<file path="config.mk">
export PLATFORM = sky130hd
export DESIGN_NAME = npc_dist_unit
export DESIGN_NICKNAME = d
export VERILOG_FILES = /design/src/rtl/assert_macros.svh /design/src/rtl/npc_pkg.sv /design/src/rtl/npc_dist_unit.sv
export SDC_FILE = /design/constraint.sdc
export NUM_CORES = 1
export LEC_CHECK = 0
export ABC_CLOCK_PERIOD_IN_PS = 10400
export BUFFER_PORTS_ARGS = -buffer_cell sky130_fd_sc_hd__clkbuf_2
export CAP_MARGIN = 0
export CORE_ASPECT_RATIO = 1.25
export CORE_MARGIN = 10
export CORE_UTILIZATION = 30
export CTS_CLUSTER_SIZE = 20
export DETAILED_ROUTE_END_ITERATION = 10
export REMOVE_ABC_BUFFERS = 1
export SLEW_MARGIN = 30
export SYNTH_ARGS = -nofsm -noshare
export SYNTH_HDL_FRONTEND = slang
export SYNTH_SLANG_ARGS = --single-unit
</file>
<file path="constraint.sdc">
create_clock -name clk -period 10.4 [get_ports clk]
set_clock_uncertainty 0.1 [all_clocks]
set_input_delay 2.08 -clock clk [delete_from_list [all_inputs] [get_ports clk]]
set_output_delay 2.08 -clock clk [all_outputs]
set_load 0.005 [all_outputs]
</file>
<file path="src/rtl/assert_macros.svh">
// Assertion macros used by the RTL.
`ifndef ASSERT_MACROS_SVH
`define ASSERT_MACROS_SVH

// Check a condition at every clock edge outside reset.
`define NPC_ASSERT(name, cond, msg) \
  name: assert property (@(posedge clk) disable iff (rst) (cond)) else $error(msg);

// Check that a condition in one cycle implies another in the next cycle.
`define NPC_ASSERT_NEXT(name, pre, post, msg) \
  name: assert property (@(posedge clk) disable iff (rst) (pre) |=> (post)) else $error(msg);

`endif

</file>
<file path="src/rtl/npc_pkg.sv">
package npc_pkg;

  localparam int PALETTE_ENTRIES = 256;
  localparam int ADDR_W = (PALETTE_ENTRIES > 1) ? $clog2(PALETTE_ENTRIES) : 1;
  // Only entries 0..255 are reachable through an 8-bit entry index.
  localparam int SEARCH_MAX = (PALETTE_ENTRIES < 256) ? PALETTE_ENTRIES : 256;

  localparam int SIZE_W  = 9;
  localparam int COLOR_W = 8;
  localparam int INDEX_W = 8;
  localparam int ENTRY_W = 3 * COLOR_W;
  localparam int SQ_W    = 2 * COLOR_W;
  localparam int DIST_W  = 18;
  // RAM read register plus two distance stages.
  localparam int PIPE_DEPTH = 3;

  localparam logic [SIZE_W-1:0] SIZE_RESET = 9'd256;
  localparam logic [SIZE_W-1:0] SEARCH_MAX_V = SIZE_W'(SEARCH_MAX);

  localparam logic FUNC_WRITE = 1'b0;
  localparam logic FUNC_QUERY = 1'b1;

  typedef enum logic [1:0] {
    S_IDLE,
    S_SCAN,
    S_DONE
  } scan_state_t;

  typedef struct packed {
    logic               start;
    logic [SIZE_W-1:0]  limit;
    logic [ENTRY_W-1:0] color;
  } scan_cmd_t;

  typedef struct packed {
    logic               idle;
    logic               done;
    logic [INDEX_W-1:0] best_index;
    logic [DIST_W-1:0]  best_distance;
    logic               empty_palette;
  } scan_stat_t;

endpackage

</file>
<file path="src/rtl/npc_dist_unit.sv">
module npc_dist_unit (
  input  logic                        clk,
  input  logic [npc_pkg::ENTRY_W-1:0] entry,
  input  logic [npc_pkg::ENTRY_W-1:0] color,
  output logic [npc_pkg::DIST_W-1:0]  distance
);

  logic [npc_pkg::COLOR_W-1:0] e_r, e_g, e_b, c_r, c_g, c_b;
  logic [npc_pkg::COLOR_W-1:0] d_r, d_g, d_b;
  logic [npc_pkg::SQ_W-1:0]    sq_r, sq_g, sq_b;

  assign e_r = entry[3*npc_pkg::COLOR_W-1:2*npc_pkg::COLOR_W];
  assign e_g = entry[2*npc_pkg::COLOR_W-1:npc_pkg::COLOR_W];
  assign e_b = entry[npc_pkg::COLOR_W-1:0];
  assign c_r = color[3*npc_pkg::COLOR_W-1:2*npc_pkg::COLOR_W];
  assign c_g = color[2*npc_pkg::COLOR_W-1:npc_pkg::COLOR_W];
  assign c_b = color[npc_pkg::COLOR_W-1:0];

  // Absolute component differences.
  assign d_r = (e_r > c_r) ? (e_r - c_r) : (c_r - e_r);
  assign d_g = (e_g > c_g) ? (e_g - c_g) : (c_g - e_g);
  assign d_b = (e_b > c_b) ? (e_b - c_b) : (c_b - e_b);

  // Stage one: squares. Stage two: sum.
  always_ff @(posedge clk) begin
    sq_r     <= npc_pkg::SQ_W'(d_r) * npc_pkg::SQ_W'(d_r);
    sq_g     <= npc_pkg::SQ_W'(d_g) * npc_pkg::SQ_W'(d_g);
    sq_b     <= npc_pkg::SQ_W'(d_b) * npc_pkg::SQ_W'(d_b);
    distance <= npc_pkg::DIST_W'(sq_r) + npc_pkg::DIST_W'(sq_g) + npc_pkg::DIST_W'(sq_b);
  end

endmodule

</file>
Word-level counts from Yosys, hierarchy flattened
Cells that the tools add are included.
{"block": "word_totals", "reg_bits": 66, "inputBits": 49, "out_inout_bits": 18}
{"block": "classes", "n_addsub": 8, "multipliers": 3, "magnitude_cmp": 3, "mux": 3}
{"cell": "$mul A8 B8 Y16", "n": 3}
{"cell": "$sub A8 B8 Y8", "n": 6}
{"cell": "$gt A8 B8 Y1", "n": 3}
{"cell": "$mux W8", "n": 3}
{"cell": "$add A17 B16 Y18", "n": 1}
{"cell": "$add A16 B16 Y17", "n": 1}

Depth between registers and ports, before layout
Gate-level depths: netlist of run 1.
{"block": "depth", "ltp_word": 3, "mapped_depth": 27, "mapped_depth_nobuf": 26}

Worst setup path before layout of run 1
Ideal clock, no wire load.
{"block": "synth_timing", "kind": "input-to-reg", "start": "input entry[16] (netlist bit)", "end": "register sq_r[12] (netlist bit)", "t_arrival_ns": 7.600, "required_time_ns": 10.166, "setup_slack_ns": 2.566, "stages": 26, "path_buffers": 1, "path_cell_list": "inv_1 -> ha_1 -> inv_1 -> fa_1 -> a21o_1 -> a221oi_4 -> a21oi_4 -> mux2i_1 -> xnor2_1 -> buf_2 -> nor2_1 -> inv_1 -> fa_1 -> inv_1 -> fa_1 -> inv_1 -> fa_1 -> fa_1 -> inv_1 -> ha_1 -> inv_1 -> nor2_1 -> o31a_1 -> o22ai_1 -> and4b_1 -> or4b_1"}
{"block": "synth_between", "elab_chain_len": 3}
{"item": "start, declared", "line": "npc_dist_unit.sv:3", "text": "input logic [npc_pkg::ENTRY_W-1:0] entry,"}
{"item": "$sub A8 B8 Y8 / $gt A8 B8 Y1 (equally long branches)", "line": "npc_dist_unit.sv:20", "text": "assign d_r = (e_r > c_r) ? (e_r - c_r) : (c_r - e_r);"}
{"item": "$mux W8 *", "line": "npc_dist_unit.sv:20"}
{"item": "$mul A8 B8 Y16 *", "line": "npc_dist_unit.sv:26", "text": "sq_r <= npc_pkg::SQ_W'(d_r) * npc_pkg::SQ_W'(d_r);"}
{"item": "end signal, assigned", "line": "npc_dist_unit.sv:26"}
{"item": "end, declared", "line": "npc_dist_unit.sv:10", "text": "logic [npc_pkg::SQ_W-1:0] sq_r, sq_g, sq_b;"}
Mark *: on every way between the ends. The rest lies on a longest branch, timed or not.

Final worst setup path of run 1
Same ends and word-level chain as after synthesis.

==> impl.org, run 1 <==
** Outcome
- Status :: finished, final reports clean

** Final layout
- The library cell used most frequently in the layout, excluding fill and tap cells, is inv_1.
- Share of post-route cells with drive strength above 1 :: 0.125
- From synthesis to final layout, the design area changed by 11.1%.
- Highest-count cells in the layout ignoring fill and taps :: inv_1, ha_1, fa_1
- The repair_antennas step left the layout with diodes totalling 0.
- The layout has 3232 filler cells.
- In the final design database the tool counted 1368 nets.
- Once layout is complete, the cells apart from fillers number 1479.

** Clock network
- Counting every sink on the clock net gives 63.
- The H-tree generated during clock tree synthesis spans 3 levels.
- Root buf cell :: clkbuf_16
- The clock reaches the later pin of the worst-skew pair after 0.32 ns.
- Buffers added to address setup during post-CTS repair amount to 0.
- Counting along the longest clock path gives a buffer depth of 2.
- TritonCTS Buffers :: 9
- Post-CTS clock slew at the launch and capture registers of the worst setup and hold paths :: 0.05 ns
- In this run, post-CTS hold repair placed 0 buffers.
- Gates resized during post-CTS repair numbered 0.
- TritonCTS built the clock tree.

** STA
- Setup violations remaining at the end of the flow were counted as 0.
- Slew at the pin closest to its max-slew limit :: 0.849 ns
- In the finished design, the share of the clock period the worst path needs comes to 0.774.
- Headroom to the max-slew limit came out at 0.418.
- For the finished layout, the period the worst path requires is 8.05 ns.
- Smallest setup slack after layout :: 2.35 ns
- Achievable Freq :: 0.124 GHz
- Total count of hold-check failures in the final report :: 0
- Setup repair after global routing left no endpoint under its margin.
- Final Slew Violations :: 0
- In the final timing run, aggregate negative setup slack is 0 ns.
- Worst hold slack across all endpoints :: 0.481 ns

** Run
- Max cap viols :: 0

** Logic synthesis
- In the synthesized netlist the async set-or-reset flop fraction comes to 0.
- Unique masters post-synth :: 66
- Instance count of the mapped netlist :: 1013
- The Yosys step of the flow raised 0 warnings.
- Among all flip-flop cells after synthesis, the most frequent one is dfxtp_1.
- The cell area that synthesis handed to floorplanning was 9230 µm².
- Sequential share of the synthesized area :: 0.137
- After synthesis, the mean cell area works out to 9.11 µm².
- After synthesis the netlist holds a flip-flop and latch count of 63.
- EDFF count, synth :: 0

** Placement
- Hpwl dp :: 15200 µm
- Buffers on Ports :: 66
- Pre-CTS WS :: 2.01 ns
- The congestion estimate from routability-driven global placement came to 0.836.
- Number of instances in the placed design :: 1463

** Critical path
- STA puts the critical path data arrival time at 8.14 ns.
- Walking the worst path, the cells encountered are clkbuf_2 -> inv_1 -> ha_1 -> inv_1 -> fa_1 -> a21o_1 -> a221oi_4 -> a21oi_4 -> mux2i_1 -> xnor2_1 -> nor2_1 -> fa_1 -> fa_1 -> inv_1 -> fa_1 -> fa_1 -> inv_1 -> ha_1 -> inv_1 -> nor2_1 -> o31a_1 -> o22ai_1 -> nor4b_1 -> or4b_1.
- Critical Path Slowest Stage Cell :: xnor2_1
- STA classifies the critical path endpoint as a flop.
- WS Path Type :: in -> reg
- Kind of launch point of the worst setup path :: primary input
- Worst path max stage delay :: 0.69 ns
- The worst register-to-register path has a depth of 9.
- Maximum fanout along the worst path :: 11
- At the worst endpoint, the required time is 10.50 ns.

** Detailed routing
- The first routing iteration left 148 violations.
- The pre-antenna-repair detailed-routing pass consisted of 4 iterations.
- The routed layout has 6726 vias.
- For this run, design rule violations remaining after detail routing come to 0.
- Post-Route WL :: 17400 µm
- Via-per-instance ratio :: 4.55
- Drt wl/cell :: 11.8 µm
- In this run the remaining antenna-violating nets after routing total 0.

** Global routing
- Number of global-route vias before repair :: 7070
- Entering global routing, the biggest net connects 12 pins.
- The first global-routing pass estimated 30800 µm of wire.
- Total global routing overflow :: 0
- Global-route usage over all layers :: 0.0937
- The initial antenna violation count came to 0.

** Die
- Measured along the y axis, the die boundary spans 216 µm.
- The initial utilization of the core area, before any placement, comes to 0.306.
- Die outline area :: 38200 µm²
- I/O pin total :: 67
- Die outline width :: 177 µm
- Placement Rows :: 71
- The core region is 30200 µm².

** Hold path
- Kind of path behind the tightest hold check :: reg -> reg
- Cell count of the worst hold path :: 3
[per-layer routing]
layer,share of wire,global-route usage,routed length (µm),up-vias
met1,0.44,0.114,7680,3218
li1,-,-,-,3397
met3,0.038,0.0155,654,14
met5,0,0,0,-
met2,0.51,0.168,8880,97
met4,0.011,0.0199,200,0
[Yosys cell counts, types with 13 or more instances]
cell / count / area share
nor3_1: 13 / 0.0070
dfxtp_1: 63 / 0.14
ha_1: 149 / 0.20
a21oi_1: 59 / 0.032
fa_1: 97 / 0.21
xnor2_1: 46 / 0.044
a21o_1: 32 / 0.026
mux2i_1: 15 / 0.016
o21ai_0: 21 / 0.011
nand2_1: 30 / 0.012
inv_1: 199 / 0.081
xor2_1: 19 / 0.018
or2_2: 13 / 0.0088
nor2_1: 96 / 0.039
[area by class of cell]
cell class              instances  area [µm²]  share of cell area
well taps                     401         502              0.0489
repair buffers                 67         338              0.0329
clock inverters                 2        12.5             0.00122
inverters                     201         754              0.0736
flip-flops and latches         63        1260               0.123
multi-input cells             731        7110               0.693
clock buffers                  14         284              0.0277
[critical path, delay by kind of cell]
| family | cells | cell delay (ns) |
|---|---|---|
| AO/OA/AOI/OAI | 5 | 1.13 |
| XOR/XNOR | 1 | 0.69 |
| adder cells (fa/ha/maj) | 7 | 2.86 |
| buffers and inverters | 6 | 0.39 |
| multiplexers | 1 | 0.16 |
| AND/OR/NAND/NOR | 4 | 0.85 |
[flip-flops by register name, indices dropped and copies added (netlist names)]
name,count
sq_r,15
distance,18
sq_g,15
sq_b,15
[path summary, 6_finish.rpt]
check / start / endpoint / slack [ns]
setup reg to reg: sq_b[3] / distance[14] / 7.43
setup / recovery: entry[16] / sq_r[12] / 2.35
hold reg to reg: sq_b[0] / distance[1] / 0.48
hold / removal: sq_b[0] / distance[1] / 0.48
[stage by stage]
stage	util	area (µm²)
floorplan	-	9110
global placement	0.329	9950
detailed placement	0.329	9950
CTS	0.339	10200
global route	0.340	10300
finish	0.340	10300
[kinds of logic after synthesis]
family          count (synthesis)  share of synthesized area
mux                            19                     0.0251
fa+ha+maj                     246                      0.412
flops                          63                      0.137
simple gates                  216                      0.116
compound gates                171                      0.128
xor+xnor                       76                     0.0859
other cells                     1                   0.000406
buf+inv                       221                     0.0958
Power of run 1 is left out: the tool's default activity adds up to more than one toggle a clock period on the data nets, which glitch-free logic cannot reach.
==> run 2, diff against run 1 <==
--- a/config.mk
+++ b/config.mk
@@ -5,7 +5,7 @@
 export SDC_FILE = /design/constraint.sdc
 export NUM_CORES = 1
 export LEC_CHECK = 0
-export ABC_CLOCK_PERIOD_IN_PS = 10400
+export ABC_CLOCK_PERIOD_IN_PS = 8070
 export BUFFER_PORTS_ARGS = -buffer_cell sky130_fd_sc_hd__clkbuf_2
 export CAP_MARGIN = 0
 export CORE_ASPECT_RATIO = 1.25
==> constraint.sdc (replaced) <==
create_clock -name clk -period 8.07 [get_ports clk]
set_clock_uncertainty 0.1 [all_clocks]
set_input_delay 1.614 -clock clk [delete_from_list [all_inputs] [get_ports clk]]
set_output_delay 1.614 -clock clk [all_outputs]
set_load 0.005 [all_outputs]
==> impl.org, run 2 (synthesis gave the netlist of run 1 again) <==
** Placement
- In this run the cell area measured after placement is 10000 µm².
- Timing analysis after detailed placement gives a worst setup slack of 0.218 ns.
- The HPWL after detailed placement is 14900 µm.
- Port buffering added 66 buffers.
- Final RePlAce weighted congestion :: 0.841

** Clock network
- Maximum level of the CTS H-tree :: 3
- Quantity of gates resized following cts :: 0
- After clock tree synthesis, the flow added hold-fix buffers numbering 0.
- Sinks on Clock Net :: 63
- In this run the clock root is driven by a clkbuf_16.
- No sink is reached through more buffers than the 2 on the longest clock path.
- Clock latency on the worst-skew pair :: 0.32 ns
- The number of clock buffers added by TritonCTS is 9.
- CTS tree :: built
- Post-CTS clock slew at the launch and capture registers of the worst setup and hold paths :: 0.05 ns
- In this run the post-CTS setup repair buffer count came out at 0.

** STA
- The final hold violation count is 0.
- In this run the tightest slew margin relative to its limit is 0.595.
- Setup slack on the critical path of the routed design comes to 0.577 ns.
- Slew at the pin closest to its max-slew limit :: 0.604 ns
- Dividing the final minimum period by the clock period gives 0.929.
- Shortest period the worst path allows :: 7.49 ns
- Achievable Freq :: 0.133 GHz
- Setup violations remaining at the end of the flow were counted as 0.
- Setup repair after global routing left no endpoint under its margin.
- The final count of pins violating max slew came to 0.
- For the final routed database, the setup TNS stands at 0 ns.

** Critical path
- Critical Path Slowest Stage Cell :: or4b_1
- The worst setup path is launched from a primary input.
- Data on the critical path arrives at its endpoint at 7.58 ns.
- The worst setup path is of the in -> reg kind.
- Cell type group with the largest total delay on the critical path :: adder cells
- Crit path top cell by count :: inv_1
- Worst path max stage delay :: 0.51 ns
- In this run the worst path has a maximum fanout of 9.
- At the worst endpoint, the required time is 8.16 ns.
- The worst setup path is captured at a flop.
- Critical path buffer and inverter count :: 6

** Detailed routing
- Initial detailed-routing violation count :: 211
- After detailed routing, the average wire length per cell comes to 11.4 µm.
- Remaining number of nets flagged by the antenna check after routing :: 0
- Post-Route WL :: 17000 µm
- The pre-antenna-repair detailed-routing pass consisted of 4 iterations.
- In the routed design, unresolved DRC markers number 0.
- Via-per-instance ratio :: 4.49
- Summing over every cut layer, the via total after detailed routing is 6694.

** Die
- Die outline width :: 177 µm
- The floorplan step set the die height to 216 µm.
- 67 I/O pins were placed.
- Placement Rows :: 71
- Effective utilization at floorplan :: 0.306
- The die covers 38200 µm².
- The floorplan step defined a core boundary enclosing 30200 µm².

** Final layout
- Share of post-route cells with drive strength above 1 :: 0.132
- From synthesis to final layout, the design area changed by 11.6%.
- Count of nets after finishing :: 1380
- Fill cell count :: 3150
- Post-Layout Inst Area :: 10300 µm²
- The register with the most flip-flops in the layout has 18 of them.
- Highest-count cells in the layout ignoring fill and taps :: inv_1, ha_1, fa_1
- The library cell used most frequently in the layout, excluding fill and tap cells, is inv_1.
- Reg with most FFs :: distance
- # diodes :: 0

** Global routing
- The first global-routing pass estimated 30300 µm of wire.
- The number of global-route vias before repair came to 6942.
- Global-route usage over all layers :: 0.0919
- Initial antenna violation count :: 0
- Entering global routing, the biggest net connects 11 pins.
- Total global routing overflow :: 0

** Run
- Across the run, the number of max-cap violations was 0.

** Outcome
- The flow ran to the end, and the final reports show no timing, DRC or antenna violations.

** Hold path
- Kind of path behind the tightest hold check :: reg -> reg
run 2: path summary, 6_finish.rpt:
kind	from	to	slack, ns	cells past startpoint
max	entry[16]	sq_r[12]	0.58	25
min	sq_b[0]	distance[0]	0.47	3
max reg2reg	sq_r[3]	distance[14]	5.14	9
min reg2reg	sq_b[0]	distance[0]	0.47	3
run 2: metal layers:
metal	share of wire	routed length, µm	GRT usage	vias up
li1	-	-	-	3417
met1	0.46	7730	0.116	3198
met2	0.51	8640	0.162	67
met3	0.029	485	0.0170	12
met4	0.0057	97	0.0121	0
met5	0	0	0	-
run 2: cell type report:
class / count / area (µm²) / share of cell area
clock inverters: 4 / 22.5 / 0.00219
multi-input cells: 731 / 7090 / 0.688
inverters: 201 / 754 / 0.0732
repair buffers: 79 / 428 / 0.0415
flip-flops and latches: 63 / 1260 / 0.122
well taps: 401 / 502 / 0.0487
clock buffers: 11 / 243 / 0.0236
run 2: per-stage QoR:
stage	std cells	util	hold slack, ns
6_report	1490	0.341	0.467
4_1_cts	1490	0.341	0.470
5_1_grt	1490	0.341	0.512
2_1_floorplan	995	-	0.449
3_5_place_dp	1475	0.332	0.463
3_3_place_gp	1475	0.332	0.453
run 2: worst reg2reg max path, stage by stage, from the launching register on:
cell	delay, ns
dfxtp_1	0.32
fa_1	0.48
ha_1	0.20
a21oi_1	0.21
o21bai_1	0.12
a2111o_1	0.47
a221oi_1	0.38
nand2b_1	0.14
a31oi_1	0.22
xnor2_1	0.19
Power of run 2 is left out for the same reason.
