$ cat src/rtl/assert_macros.svh
// Assertion macros used by the RTL.
`ifndef ASSERT_MACROS_SVH
`define ASSERT_MACROS_SVH

// Check a condition at every clock edge outside reset.
`define NPC_ASSERT(name, cond, msg) \
  name: assert property (@(posedge clk) disable iff (rst) (cond)) else $error(msg);

// Check that a condition in one cycle implies another in the next cycle.
`define NPC_ASSERT_NEXT(name, pre, post, msg) \
  name: assert property (@(posedge clk) disable iff (rst) (pre) |=> (post)) else $error(msg);

`endif

$ cat src/rtl/npc_pkg.sv
package npc_pkg;

  localparam int PALETTE_ENTRIES = 256;
  localparam int ADDR_W = (PALETTE_ENTRIES > 1) ? $clog2(PALETTE_ENTRIES) : 1;
  // Only entries 0..255 are reachable through an 8-bit entry index.
  localparam int SEARCH_MAX = (PALETTE_ENTRIES < 256) ? PALETTE_ENTRIES : 256;

  localparam int SIZE_W  = 9;
  localparam int COLOR_W = 8;
  localparam int INDEX_W = 8;
  localparam int ENTRY_W = 3 * COLOR_W;
  localparam int SQ_W    = 2 * COLOR_W;
  localparam int DIST_W  = 18;
  // RAM read register plus two distance stages.
  localparam int PIPE_DEPTH = 3;

  localparam logic [SIZE_W-1:0] SIZE_RESET = 9'd256;
  localparam logic [SIZE_W-1:0] SEARCH_MAX_V = SIZE_W'(SEARCH_MAX);

  localparam logic FUNC_WRITE = 1'b0;
  localparam logic FUNC_QUERY = 1'b1;

  typedef enum logic [1:0] {
    S_IDLE,
    S_SCAN,
    S_DONE
  } scan_state_t;

  typedef struct packed {
    logic               start;
    logic [SIZE_W-1:0]  limit;
    logic [ENTRY_W-1:0] color;
  } scan_cmd_t;

  typedef struct packed {
    logic               idle;
    logic               done;
    logic [INDEX_W-1:0] best_index;
    logic [DIST_W-1:0]  best_distance;
    logic               empty_palette;
  } scan_stat_t;

endpackage

$ cat src/rtl/npc_scan_ctrl.sv
`include "assert_macros.svh"

module npc_scan_ctrl (
  input  logic                        clk,
  input  logic                        rst,
  input  npc_pkg::scan_cmd_t          cmd,
  input  logic                        take,
  input  logic [npc_pkg::DIST_W-1:0]  distance,
  output logic [npc_pkg::ADDR_W-1:0]  rd_addr,
  output logic [npc_pkg::ENTRY_W-1:0] color,
  output npc_pkg::scan_stat_t         stat
);

  npc_pkg::scan_state_t state, state_next;

  logic [npc_pkg::SIZE_W-1:0]  cnt;
  logic [npc_pkg::SIZE_W-1:0]  limit_q;
  logic [npc_pkg::ENTRY_W-1:0] color_q;
  logic                        issue;
  logic                        found;
  logic                        scan_end;
  logic [npc_pkg::INDEX_W-1:0] best;
  logic [npc_pkg::DIST_W-1:0]  best_d;
  logic [npc_pkg::PIPE_DEPTH-1:0] p_valid;
  logic [npc_pkg::INDEX_W-1:0] p_idx [npc_pkg::PIPE_DEPTH];

  always_comb begin
    state_next = state;
    case (state)
      npc_pkg::S_IDLE: begin
        if (cmd.start) begin
          state_next = (cmd.limit == '0) ? npc_pkg::S_DONE : npc_pkg::S_SCAN;
        end
      end
      npc_pkg::S_SCAN: begin
        if (cnt == limit_q && p_valid == '0) begin
          state_next = npc_pkg::S_DONE;
        end
      end
      npc_pkg::S_DONE: begin
        if (take) begin
          state_next = npc_pkg::S_IDLE;
        end
      end
      default: state_next = npc_pkg::S_IDLE;
    endcase
  end

  always_comb begin
    issue              = 1'b0;
    stat.idle          = 1'b0;
    stat.done          = 1'b0;
    stat.best_index    = best;
    stat.best_distance = best_d;
    stat.empty_palette = !found;
    case (state)
      npc_pkg::S_IDLE: stat.idle = 1'b1;
      npc_pkg::S_SCAN: issue = (cnt < limit_q);
      npc_pkg::S_DONE: stat.done = 1'b1;
      default: ;
    endcase
  end

  assign rd_addr  = npc_pkg::ADDR_W'(cnt);
  assign color    = color_q;
  assign scan_end = (state == npc_pkg::S_SCAN) && (state_next == npc_pkg::S_DONE);

  always_ff @(posedge clk) begin
    if (rst) begin
      state   <= npc_pkg::S_IDLE;
      p_valid <= '0;
      found   <= 1'b0;
      cnt     <= '0;
    end else begin
      state   <= state_next;
      p_valid <= {p_valid[npc_pkg::PIPE_DEPTH-2:0], issue};
      if (stat.idle && cmd.start) begin
        cnt   <= '0;
        found <= 1'b0;
      end else begin
        if (issue) begin
          cnt <= cnt + 1'b1;
        end
        if (p_valid[npc_pkg::PIPE_DEPTH-1]) begin
          found <= 1'b1;
        end
      end
    end
  end

  always_ff @(posedge clk) begin
    p_idx[0] <= npc_pkg::INDEX_W'(cnt);
    for (int i = 1; i < npc_pkg::PIPE_DEPTH; i++) begin
      p_idx[i] <= p_idx[i-1];
    end
    if (stat.idle && cmd.start) begin
      limit_q <= cmd.limit;
      color_q <= cmd.color;
      best    <= '0;
      best_d  <= '0;
    end else if (p_valid[npc_pkg::PIPE_DEPTH-1] && (!found || distance < best_d)) begin
      // strict compare keeps the lowest index on ties
      best   <= p_idx[npc_pkg::PIPE_DEPTH-1];
      best_d <= distance;
    end
  end

  `NPC_ASSERT(a_done_drained, (state != npc_pkg::S_DONE) || (p_valid == '0), "busy at done")
  `NPC_ASSERT(a_cnt_bound, (state != npc_pkg::S_SCAN) || (cnt <= limit_q), "scan past limit")
  `NPC_ASSERT_NEXT(a_scan_found, scan_end, found, "scan ended with no entry compared")

endmodule

$ cat config.mk
export PLATFORM = sky130hd
export DESIGN_NAME = npc_scan_ctrl
export DESIGN_NICKNAME = d
export VERILOG_FILES = /design/src/rtl/npc_pkg.sv /design/src/rtl/npc_scan_ctrl.sv
export VERILOG_INCLUDE_DIRS = /design/src /design/src/rtl
export SDC_FILE = /design/constraint.sdc
export NUM_CORES = 1
export LEC_CHECK = 0
export ABC_AREA = 1
export ABC_CLOCK_PERIOD_IN_PS = 3780
export BUFFER_PORTS_ARGS = -buffer_cell sky130_fd_sc_hd__buf_2
export CAP_MARGIN = 20
export CORE_MARGIN = 3
export CORE_UTILIZATION = 45
export DETAILED_ROUTE_END_ITERATION = 8
export PLACE_DENSITY = 0.72
export SYNTH_ARGS = -nofsm -noshare
export SYNTH_HDL_FRONTEND = slang
export SYNTH_SLANG_ARGS = --single-unit
$ cat constraint.sdc
create_clock -name clk -period 3.78 [get_ports clk]
set_clock_uncertainty 0.2 [all_clocks]
set_input_delay 0.756 -clock clk [delete_from_list [all_inputs] [get_ports clk]]
set_output_delay 0.756 -clock clk [all_outputs]
set_load 0.01 [all_outputs]
* Yosys cells after proc, flatten, opt, wreduce, memory -nomap -nowiden
Memory sizes are Yosys's and may differ from the RTL's. A register that Yosys moved wholly into a read port is not among the register bits.
Index checks and enable logic that the tools add are counted.
** Operators by class
- Mux-type cells :: 8
- Order comparisons :: 2
- Eq/ne operators :: 6
- Add/subtract/negate cells :: 1
- Reduce and logical (&&, ||, !) cells :: 10
** Operator list (count)
- $lt 18x18->1 :: 1
- $add 9x1->9 const B :: 1
- $eq 9x9->1 :: 1
- $logic_not 9->1 :: 1
- $lt 9x9->1 :: 1
- $mux 2 :: 4
- $ne 2x2->1 const B :: 3
- $pmux 2 s3 :: 1
- $logic_and 1x1->1 :: 3
- $logic_not 3->1 :: 1
- $mux 1 :: 3
- $reduce_and 3->1 :: 1
- $eq 2x1->1 const B :: 1
- $eq 2x2->1 const B :: 1
- $logic_not 2->1 :: 1
- $reduce_or 2->1 :: 1
- $logic_not 1->1 :: 1
- $logic_or 1x1->1 :: 1
** Storage, ports and cells
- Output and inout port bits :: 61
- Bits in writable memories :: 24
- Input port bits :: 55
- Word-level logic and storage cells :: 35
- Memories kept :: 1
- Register bits :: 66
** Memories
- p_idx :: words 3, bits a word 8, rd ports 3, clocked after Yosys merged registers in 1, wr ports 3, line npc_scan_ctrl.sv:25 : logic [npc_pkg::INDEX_W-1:0] p_idx [npc_pkg::PIPE_DEPTH];

* Depth between registers and ports, before layout
Gate-level depths: netlist (run 1).
- Word-level depth :: 4
- Gate-level depth with buffers :: 15
- Depth with buffers taken out :: 14

* Worst setup path after synthesis (run 1)
Ideal clock, no wire load.
- Path kind :: input -> register
- Start point :: input cmd[33] in the netlist's numbering
- End point :: register best_d[0] in the netlist's numbering
- Data arrival time :: 2846 ps
- Data required time :: 3467 ps
- Cell stages on the path :: 6
- Setup time :: 113 ps
- Path buffers :: 1
- Slack :: 621 ps
- Path through :: inv_1 -> nor2_1 -> inv_2 -> buf_2 -> nand2_1 -> nor2_2
** Between the ends
- Cells in the longest elaborated chain, start to end :: 1
** Ends and longest elaborated chain
- start: declaration :: line npc_scan_ctrl.sv:6 : input npc_pkg::scan_cmd_t cmd,
- $logic_and 1x1->1 :: line npc_scan_ctrl.sv:96 : if (stat.idle && cmd.start) begin
- end signal: assignment :: line npc_scan_ctrl.sv:104 : best_d <= distance;
- end: declaration :: line npc_scan_ctrl.sv:23 : logic [npc_pkg::DIST_W-1:0] best_d;
Every way passes these cells.
A chain may end at the register's enable or synchronous reset.

* Worst setup path in the final report (run 1)
- Start point :: input distance[17] in the netlist's numbering
- End point :: register best_d[5] in the netlist's numbering
** Between the ends
- Cells in the longest elaborated chain, start to end :: 3
** Ends and longest elaborated chain
- start: declaration :: line npc_scan_ctrl.sv:8 : input logic [npc_pkg::DIST_W-1:0] distance,
- $lt 18x18->1 :: line npc_scan_ctrl.sv:101 : end else if (p_valid[npc_pkg::PIPE_DEPTH-1] && (!found || distance < best_d)) begin
- $logic_or 1x1->1 :: line npc_scan_ctrl.sv:101
- $logic_and 1x1->1 :: line npc_scan_ctrl.sv:101
Every way passes these cells.

==> out/metrics.csv, run 1 <==
metric,value,unit
Non-Filler Instances,667,
DRT Wirelength,7660,um
Sum Neg Setup Slack,0,ps
"top cells by area, synth","dfxtp_1 (31%), edfxtp_1 (24%), ha_1 (8.1%)",
synthesis-to-layout area growth,17.7,%
R2R depth,12,
post-layout min period,2350,ps
final worst-path cycle share,62.3,%
status,completed,
largest family of logic cells by synthesized area,simple AND/OR/NAND/NOR gates,
Simple-Gate Fraction of Synth Area,17.4,%
leakage,2.29,nW
unrepaired setup endpoints after global routing,false,
first-pass GRT wire length,12400,um
"Net Count, Synth",531,
Min-Delay Path Depth,0,
clk sinks,98,
vias per inst,4.68,
DRC,0,
CP Launch Type,primary input,
yosys warns,0,
initial antenna violation count,0,
max_cap viols,0,
Worst Path Arrival,2400,ps
Setup Buffers After CTS,0,
Mapped Area,0.00416,sq mm
reg2reg end,best_d[5]$_SDFFE_PP0P_,
final hold vios,0,
die width,102,um
Max Slew Vio Count,0,
first drt pass iteration count,4,
worst vdd ir,415,uV
CTS tree,built,
clock tree root driver cell,clkbuf_8,
Tightest Pin Transition,951,ps
post-synth top area cell,dfxtp_1,
# H-tree levels,3,
pin count of the biggest net entering global routing,54,
main flop type after synthesis,dfxtp_1,
WHS Endpoint,p_idx[1][3]$_DFF_P_,
number of global-route vias before repair,2919,
clock latency on the worst-skew pair,350,ps
worst-path maximum fanout,52,
remaining global-route overflow,0,
DIE AREA,0.0104,sq mm
RR Startpoint,best_d[17]$_SDFFE_PP0P_,
I/O pin cnt,116,
Synth cell types,29,
Synth Area per Inst,9.25,sq um
placed cell count,651,
via count,3119,
crit path kind,in -> reg,
Rows,34,
Port-buffer cells,115,
pwr/cell area,538,mW/mm^2
GPL Wtd Cong,0.813,
Die H,102,um
CTS Hold Buffers Added,0,
post-DR wirelength/cell,11.5,um
register bit total from synthesis,98,
Setup crit end kind,flop,
# setup viols final,0,
R2R Setup Slk,1530,ps
fin nets,636,
layout cells sized above 1,25.6,%
"EDFF count, synth",33,
Hold WC Path Type,reg -> reg,
post-synth top area share,31.3,%
fmax,425,MHz
sequential area share after synthesis,55.2,%
DPL Wire Length,5630,um
clk slew on worst S/H paths,100,ps
min-delay src,p_idx[0][3]$_DFF_P_,
adder-cell share of the synthesized area,8.13,%
DRT iter0 DRCs,66,
post-cts resize count,0,
asr flop ratio synth,0,%
"Req. time, crit path",3830,ps
global-route usage over all layers,14.8,%
Core ar.,0.00885,sq mm
Initial Util,47.0,%
multiplexer area fraction after synthesis,0,%
Mapped Cells,449,
"antenna viol nets, final",0,
Num CTS Buffers,9,
diode count,0,
Hold Worst Slack,129,ps
Synth Area in Compound Gates,7.17,%
Slew headroom,36.6,%
total power,0.00263,W
xor and xnor area share after synthesis,1.48,%
CTS max path bufs,2,
## where the power goes
group          switching (W)  internal, W
clock               0.000348     0.000239
sequential         0.0000835      0.00128
combinational       0.000422     0.000263
total               0.000853      0.00178
## sequential cells by signal (all words and copies together) (netlist names)
| name | count |
|---|---|
| color | 24 |
| p_idx | 24 |
| best_d | 18 |
| cnt | 9 |
| limit_q | 9 |
| best | 8 |
| p_valid | 3 |
| state | 2 |
| found | 1 |
## layer usage
metal | track usage [%] | wire length, um | up-vias
met4 | 2.62 | 21 | 0
met2 | 25.7 | 3900 | 80
met5 | 0 | 0 | -
met3 | 6.01 | 516 | 3
met1 | 17.4 | 3220 | 1390
li1 | - | - | 1646
## kinds of logic after synthesis
logic type,count (synthesis)
AOI/OAI and AO/OA,57
and+or+nand+nor,163
adders and majority gates,27
xor gates and xnor gates,7
DFF,98
buffers and inverters,97
## through the flow
stage | utilization [%] | worst slack, ps | area [sq um]
finish | 55.3 | 1430 | 4890
global route | 55.3 | 1260 | 4890
CTS | 55.3 | 1450 | 4890
detailed placement | 53.4 | 1060 | 4720
global placement | 53.4 | 1150 | 4720
floorplan | - | 621 | 4160
## worst max-delay path: stages
cell	delay [ps]
buf_2	110
ha_1	310
nand2_2	110
inv_1	40
nand2_1	50
nand2_1	40
a21oi_1	140
nand3_2	120
nand2_4	410
nand3_1	150
nand2_1	110
nor2_1	40
## layout make-up
type	count	area (sq um)
fillers	833	3960
flip-flops and latches	98	2290
multi-input cells	254	1430
repair buffers	116	583
inverters	75	282
well taps	108	135
clock buffers	10	128
clock inverters	6	43.8
## synth_stat cells, drive strengths merged (5+ instances only)
library cell	number
inv	75
nand2	69
dfxtp	65
a21oi	49
nor2	47
edfxtp	33
nand3	33
ha	27
buf	22
nand4	9
o21ai	6
xor2	5
## cell usage in the layout (no fill, tap or decap), types with 5 or more instances in the layout
master      n
buf_2     115
dfxtp_1    64
nand2_1    66
a21oi_1    47
nor2_1     43
xor2_1      5
edfxtp_1   33
nand4_1     9
nand3_1    31
inv_1      74
clkbuf_8    9
ha_1       27
## worst max-delay path by stage
stage / start / to / depth (start not counted)
floorplan: cmd[33] / best_d[0]$_SDFFE_PP0P_ / 6
global placement: distance[17] / best[4]$_SDFFE_PP0P_ / 12
detailed placement: distance[17] / best[5]$_SDFFE_PP0P_ / 12
CTS: distance[17] / best[5]$_SDFFE_PP0P_ / 12
global route: distance[17] / best_d[11]$_SDFFE_PP0P_ / 12
finish: distance[17] / best_d[5]$_SDFFE_PP0P_ / 12
No activity file was read; power rests on OpenSTA's default activity.
==> run 2, diff against run 1 <==
ABC_CLOCK_PERIOD_IN_PS = 2130   (was 3780)
PLACE_DENSITY = 0.75   (was 0.72)
clock period = 2.13 ns   (was 3.78 ns; I/O delays follow)
==> run 2 against run 1 <==
Highest routed layer unchanged. Die area stayed put. Register-to-register slack worse by 1400 ps. Final area increased by 5.7%. Utilization grew 3.2 points. First-iteration DRC count grew 6.1%. Sequential power up 76%.
==> out/metrics.csv, run 2 (synthesis results as in run 1) <==
metric,value,unit,change
status,completed,,unchanged
CP dominant cell by count,nor2_1,,was nand2_1
die width,102,um,unchanged
DIE AREA,0.0104,sq mm,unchanged
global-route usage over all layers,15.3,%,was 14.8%
CTS tree,built,,unchanged
min-delay src,cmd[6],,was p_idx[0][3]$_DFF_P_
Max Slew Vio Count,0,,unchanged
first drt pass iteration count,4,,unchanged
initial antenna violation count,0,,unchanged
synthesis-to-layout area growth,24.5,%,was 17.7%
# H-tree levels,3,,unchanged
most frequent cells in the layout,"buf_2 (115), inv_1 (74), nand2_1 (63)",,"was buf_2 (115), inv_1 (74), nand2_1 (66)"
clk slew on worst S/H paths,110,ps,was 100 ps
Initial Util,47.0,%,unchanged
layout cells sized above 1,30.0,%,was 25.6%
DRT Wirelength,8280,um,was 7660 um
clk sinks,98,,unchanged
clock tree root driver cell,clkbuf_8,,unchanged
Setup crit end kind,flop,,unchanged
final hold vios,0,,unchanged
cell breakdown of the critical path,"inv_1, ha_1, nand2_1, nor2_4, nand2_2, nor2_1, o21ai_1, nand3_2, nand2_4, buf_12, a21oi_1, nor2_1",,"was buf_2, ha_1, nand2_2, inv_1, nand2_1, nand2_1, a21oi_1, nand3_2, nand2_4, nand3_1, nand2_1, nor2_1"
pwr/cell area,949,mW/mm^2,was 538 mW/mm^2
R2R depth,12,,unchanged
remaining global-route overflow,0,,unchanged
"Max stage delay cell, worst path",dfxtp_1,,was nand2_4
post-route cell area,0.00517,sq mm,was 0.00489 sq mm
worst-path maximum fanout,24,,was 52
"Req. time, crit path",2180,ps,was 3830 ps
clock latency on the worst-skew pair,360,ps,was 350 ps
Min-Delay Path Depth,1,,was 0
post-DR wirelength/cell,12.0,um,was 11.5 um
Die H,102,um,unchanged
crit path kind,reg -> reg,,was in -> reg
# setup viols final,0,,unchanged
diode count,0,,unchanged
Core ar.,0.00885,sq mm,unchanged
unrepaired setup endpoints after global routing,true,,was false
Slew headroom,65.8,%,was 36.6%
fmax,495,MHz,
Hold WC Path Type,in -> reg,,was reg -> reg
family with the most delay on the worst path,simple AND/OR/NAND/NOR gates,,unchanged
WP buf/inv,2,,unchanged
R2R Setup Slk,110,ps,was 1530 ps
CTS max path bufs,2,,unchanged
Worst Path Arrival,2070,ps,was 2400 ps
"leading cell type in the layout, fill and taps excluded",buf_2,,unchanged
max_cap viols,0,,unchanged
worst vdd ir,552,uV,was 415 uV
fin nets,657,,was 636
Num CTS Buffers,9,,unchanged
DRT iter0 DRCs,70,,was 66
first-pass GRT wire length,12800,um,"was 12,400 um"
CP Launch Type,flop,,was primary input
pin count of the biggest net entering global routing,53,,was 54
via count,3277,,"was 3,119"
final core utilization,58.5,%,was 55.3%
reg2reg end,best_d[9]$_SDFFE_PP0P_,,was best_d[5]$_SDFFE_PP0P_
Critical Path Max Stage Delay,360,ps,was 410 ps
DRC,0,,unchanged
vias per inst,4.76,,was 4.68
Tightest Pin Transition,513,ps,was 951 ps
total power,0.00491,W,was 0.00263 W
DPL Wire Length,6040,um,was 5630 um
launch point of the worst path,best_d[15]$_SDFFE_PP0P_,,was distance[17]
# fillers,787,,was 833
post-layout min period,2020,ps,
GPL Wtd Cong,0.796,,was 0.813
"antenna viol nets, final",0,,unchanged
Rows,34,,unchanged
final worst-path cycle share,94.8,%,
dpl cell area,0.00484,sq mm,was 0.00472 sq mm
Hold Worst Slack,29.2,ps,was 129 ps
Port-buffer cells,115,,unchanged
WHS Endpoint,color[6]$_DFFE_PP_,,was p_idx[1][3]$_DFF_P_
number of global-route vias before repair,3024,,"was 2,919"
leakage,2.43,nW,was 2.29 nW
RR Startpoint,best_d[15]$_SDFFE_PP0P_,,was best_d[17]$_SDFFE_PP0P_
I/O pin cnt,116,,unchanged
==> run 2: cell types whose count changed in the layout (fill, tap and decap cells not counted), sizes merged <==
| cell | previous run | this run |
|---|---|---|
| buf | 116 | 130 |
| clkbuf | 10 | 9 |
| clkinv | 3 | 1 |
| clkinvlp | 3 | 1 |
| dlygate4sd3 | 0 | 7 |
| inv | 75 | 80 |
==> run 2: layer usage <==
layer	vias to the layer above	share of wire, %	GRT usage (%)
li1	1687	-	-
met1	1491	41	17.9
met2	93	51	27.1
met3	6	7.3	5.19
met4	0	0.71	3.73
met5	-	0	0
==> run 2: worst reg2reg max path, cell delays in order, from the launching register on <==
cell and delay [ps]:
dfxtp_1 360, inv_1 50, ha_1 280, nand2_1 80
nor2_4 110, nand2_2 60, nor2_1 90, o21ai_1 80
nand3_2 100, nand2_4 70, buf_12 160, a21oi_1 180
nor2_1 80
==> run 2: how the worst max path moves through the flow <==
stage / end / slack [ps] / cells past startpoint
final: best_d[9]$_SDFFE_PP0P_ / 110 / 12
after global routing: best_d[9]$_SDFFE_PP0P_ / -60 / 12
after CTS: best[1]$_SDFFE_PP0P_ / 90 / 13
after detailed placement: best_d[15]$_SDFFE_PP0P_ / -40 / 13
after global placement: best_d[13]$_SDFFE_PP0P_ / 30 / 13
after floorplan: best_d[0]$_SDFFE_PP0P_ / 90 / 7
==> run 2: layout make-up <==
type / count / area (sq um) / area share (%)
inverters: 75 / 282 / 5.44
well taps: 108 / 135 / 2.61
clock buffers: 9 / 124 / 2.39
clock inverters: 7 / 67.6 / 1.31
flip-flops and latches: 98 / 2300 / 44.5
multi-input cells: 254 / 1480 / 28.6
repair buffers: 137 / 783 / 15.1
==> run 2: power breakdown <==
group          leakage [nW]  total, W  internal (W)  switching (W)
clock network        0.0962   0.00116      0.000460       0.000700
registers             0.845   0.00240       0.00227       0.000130
logic                  1.49   0.00135      0.000533       0.000814
total                  2.43   0.00491       0.00326        0.00164
==> run 2: per-stage QoR <==
step	setup slack (ps)	setup TNS [ps]	std cells
finish	111	0	688
global route	-57.1	-239	688
CTS	94.8	0	680
detailed placement	-42.4	-475	664
global placement	25.5	0	664
floorplan	86.9	0	449
==> run 2: repair_timing <==
action,4_1_cts,5_1_grt
setup buffers,0,1
setup endpoints to repair,0,27
resized for setup,0,16
hold buffers,0,7
endpoints found under the hold margin,0,7
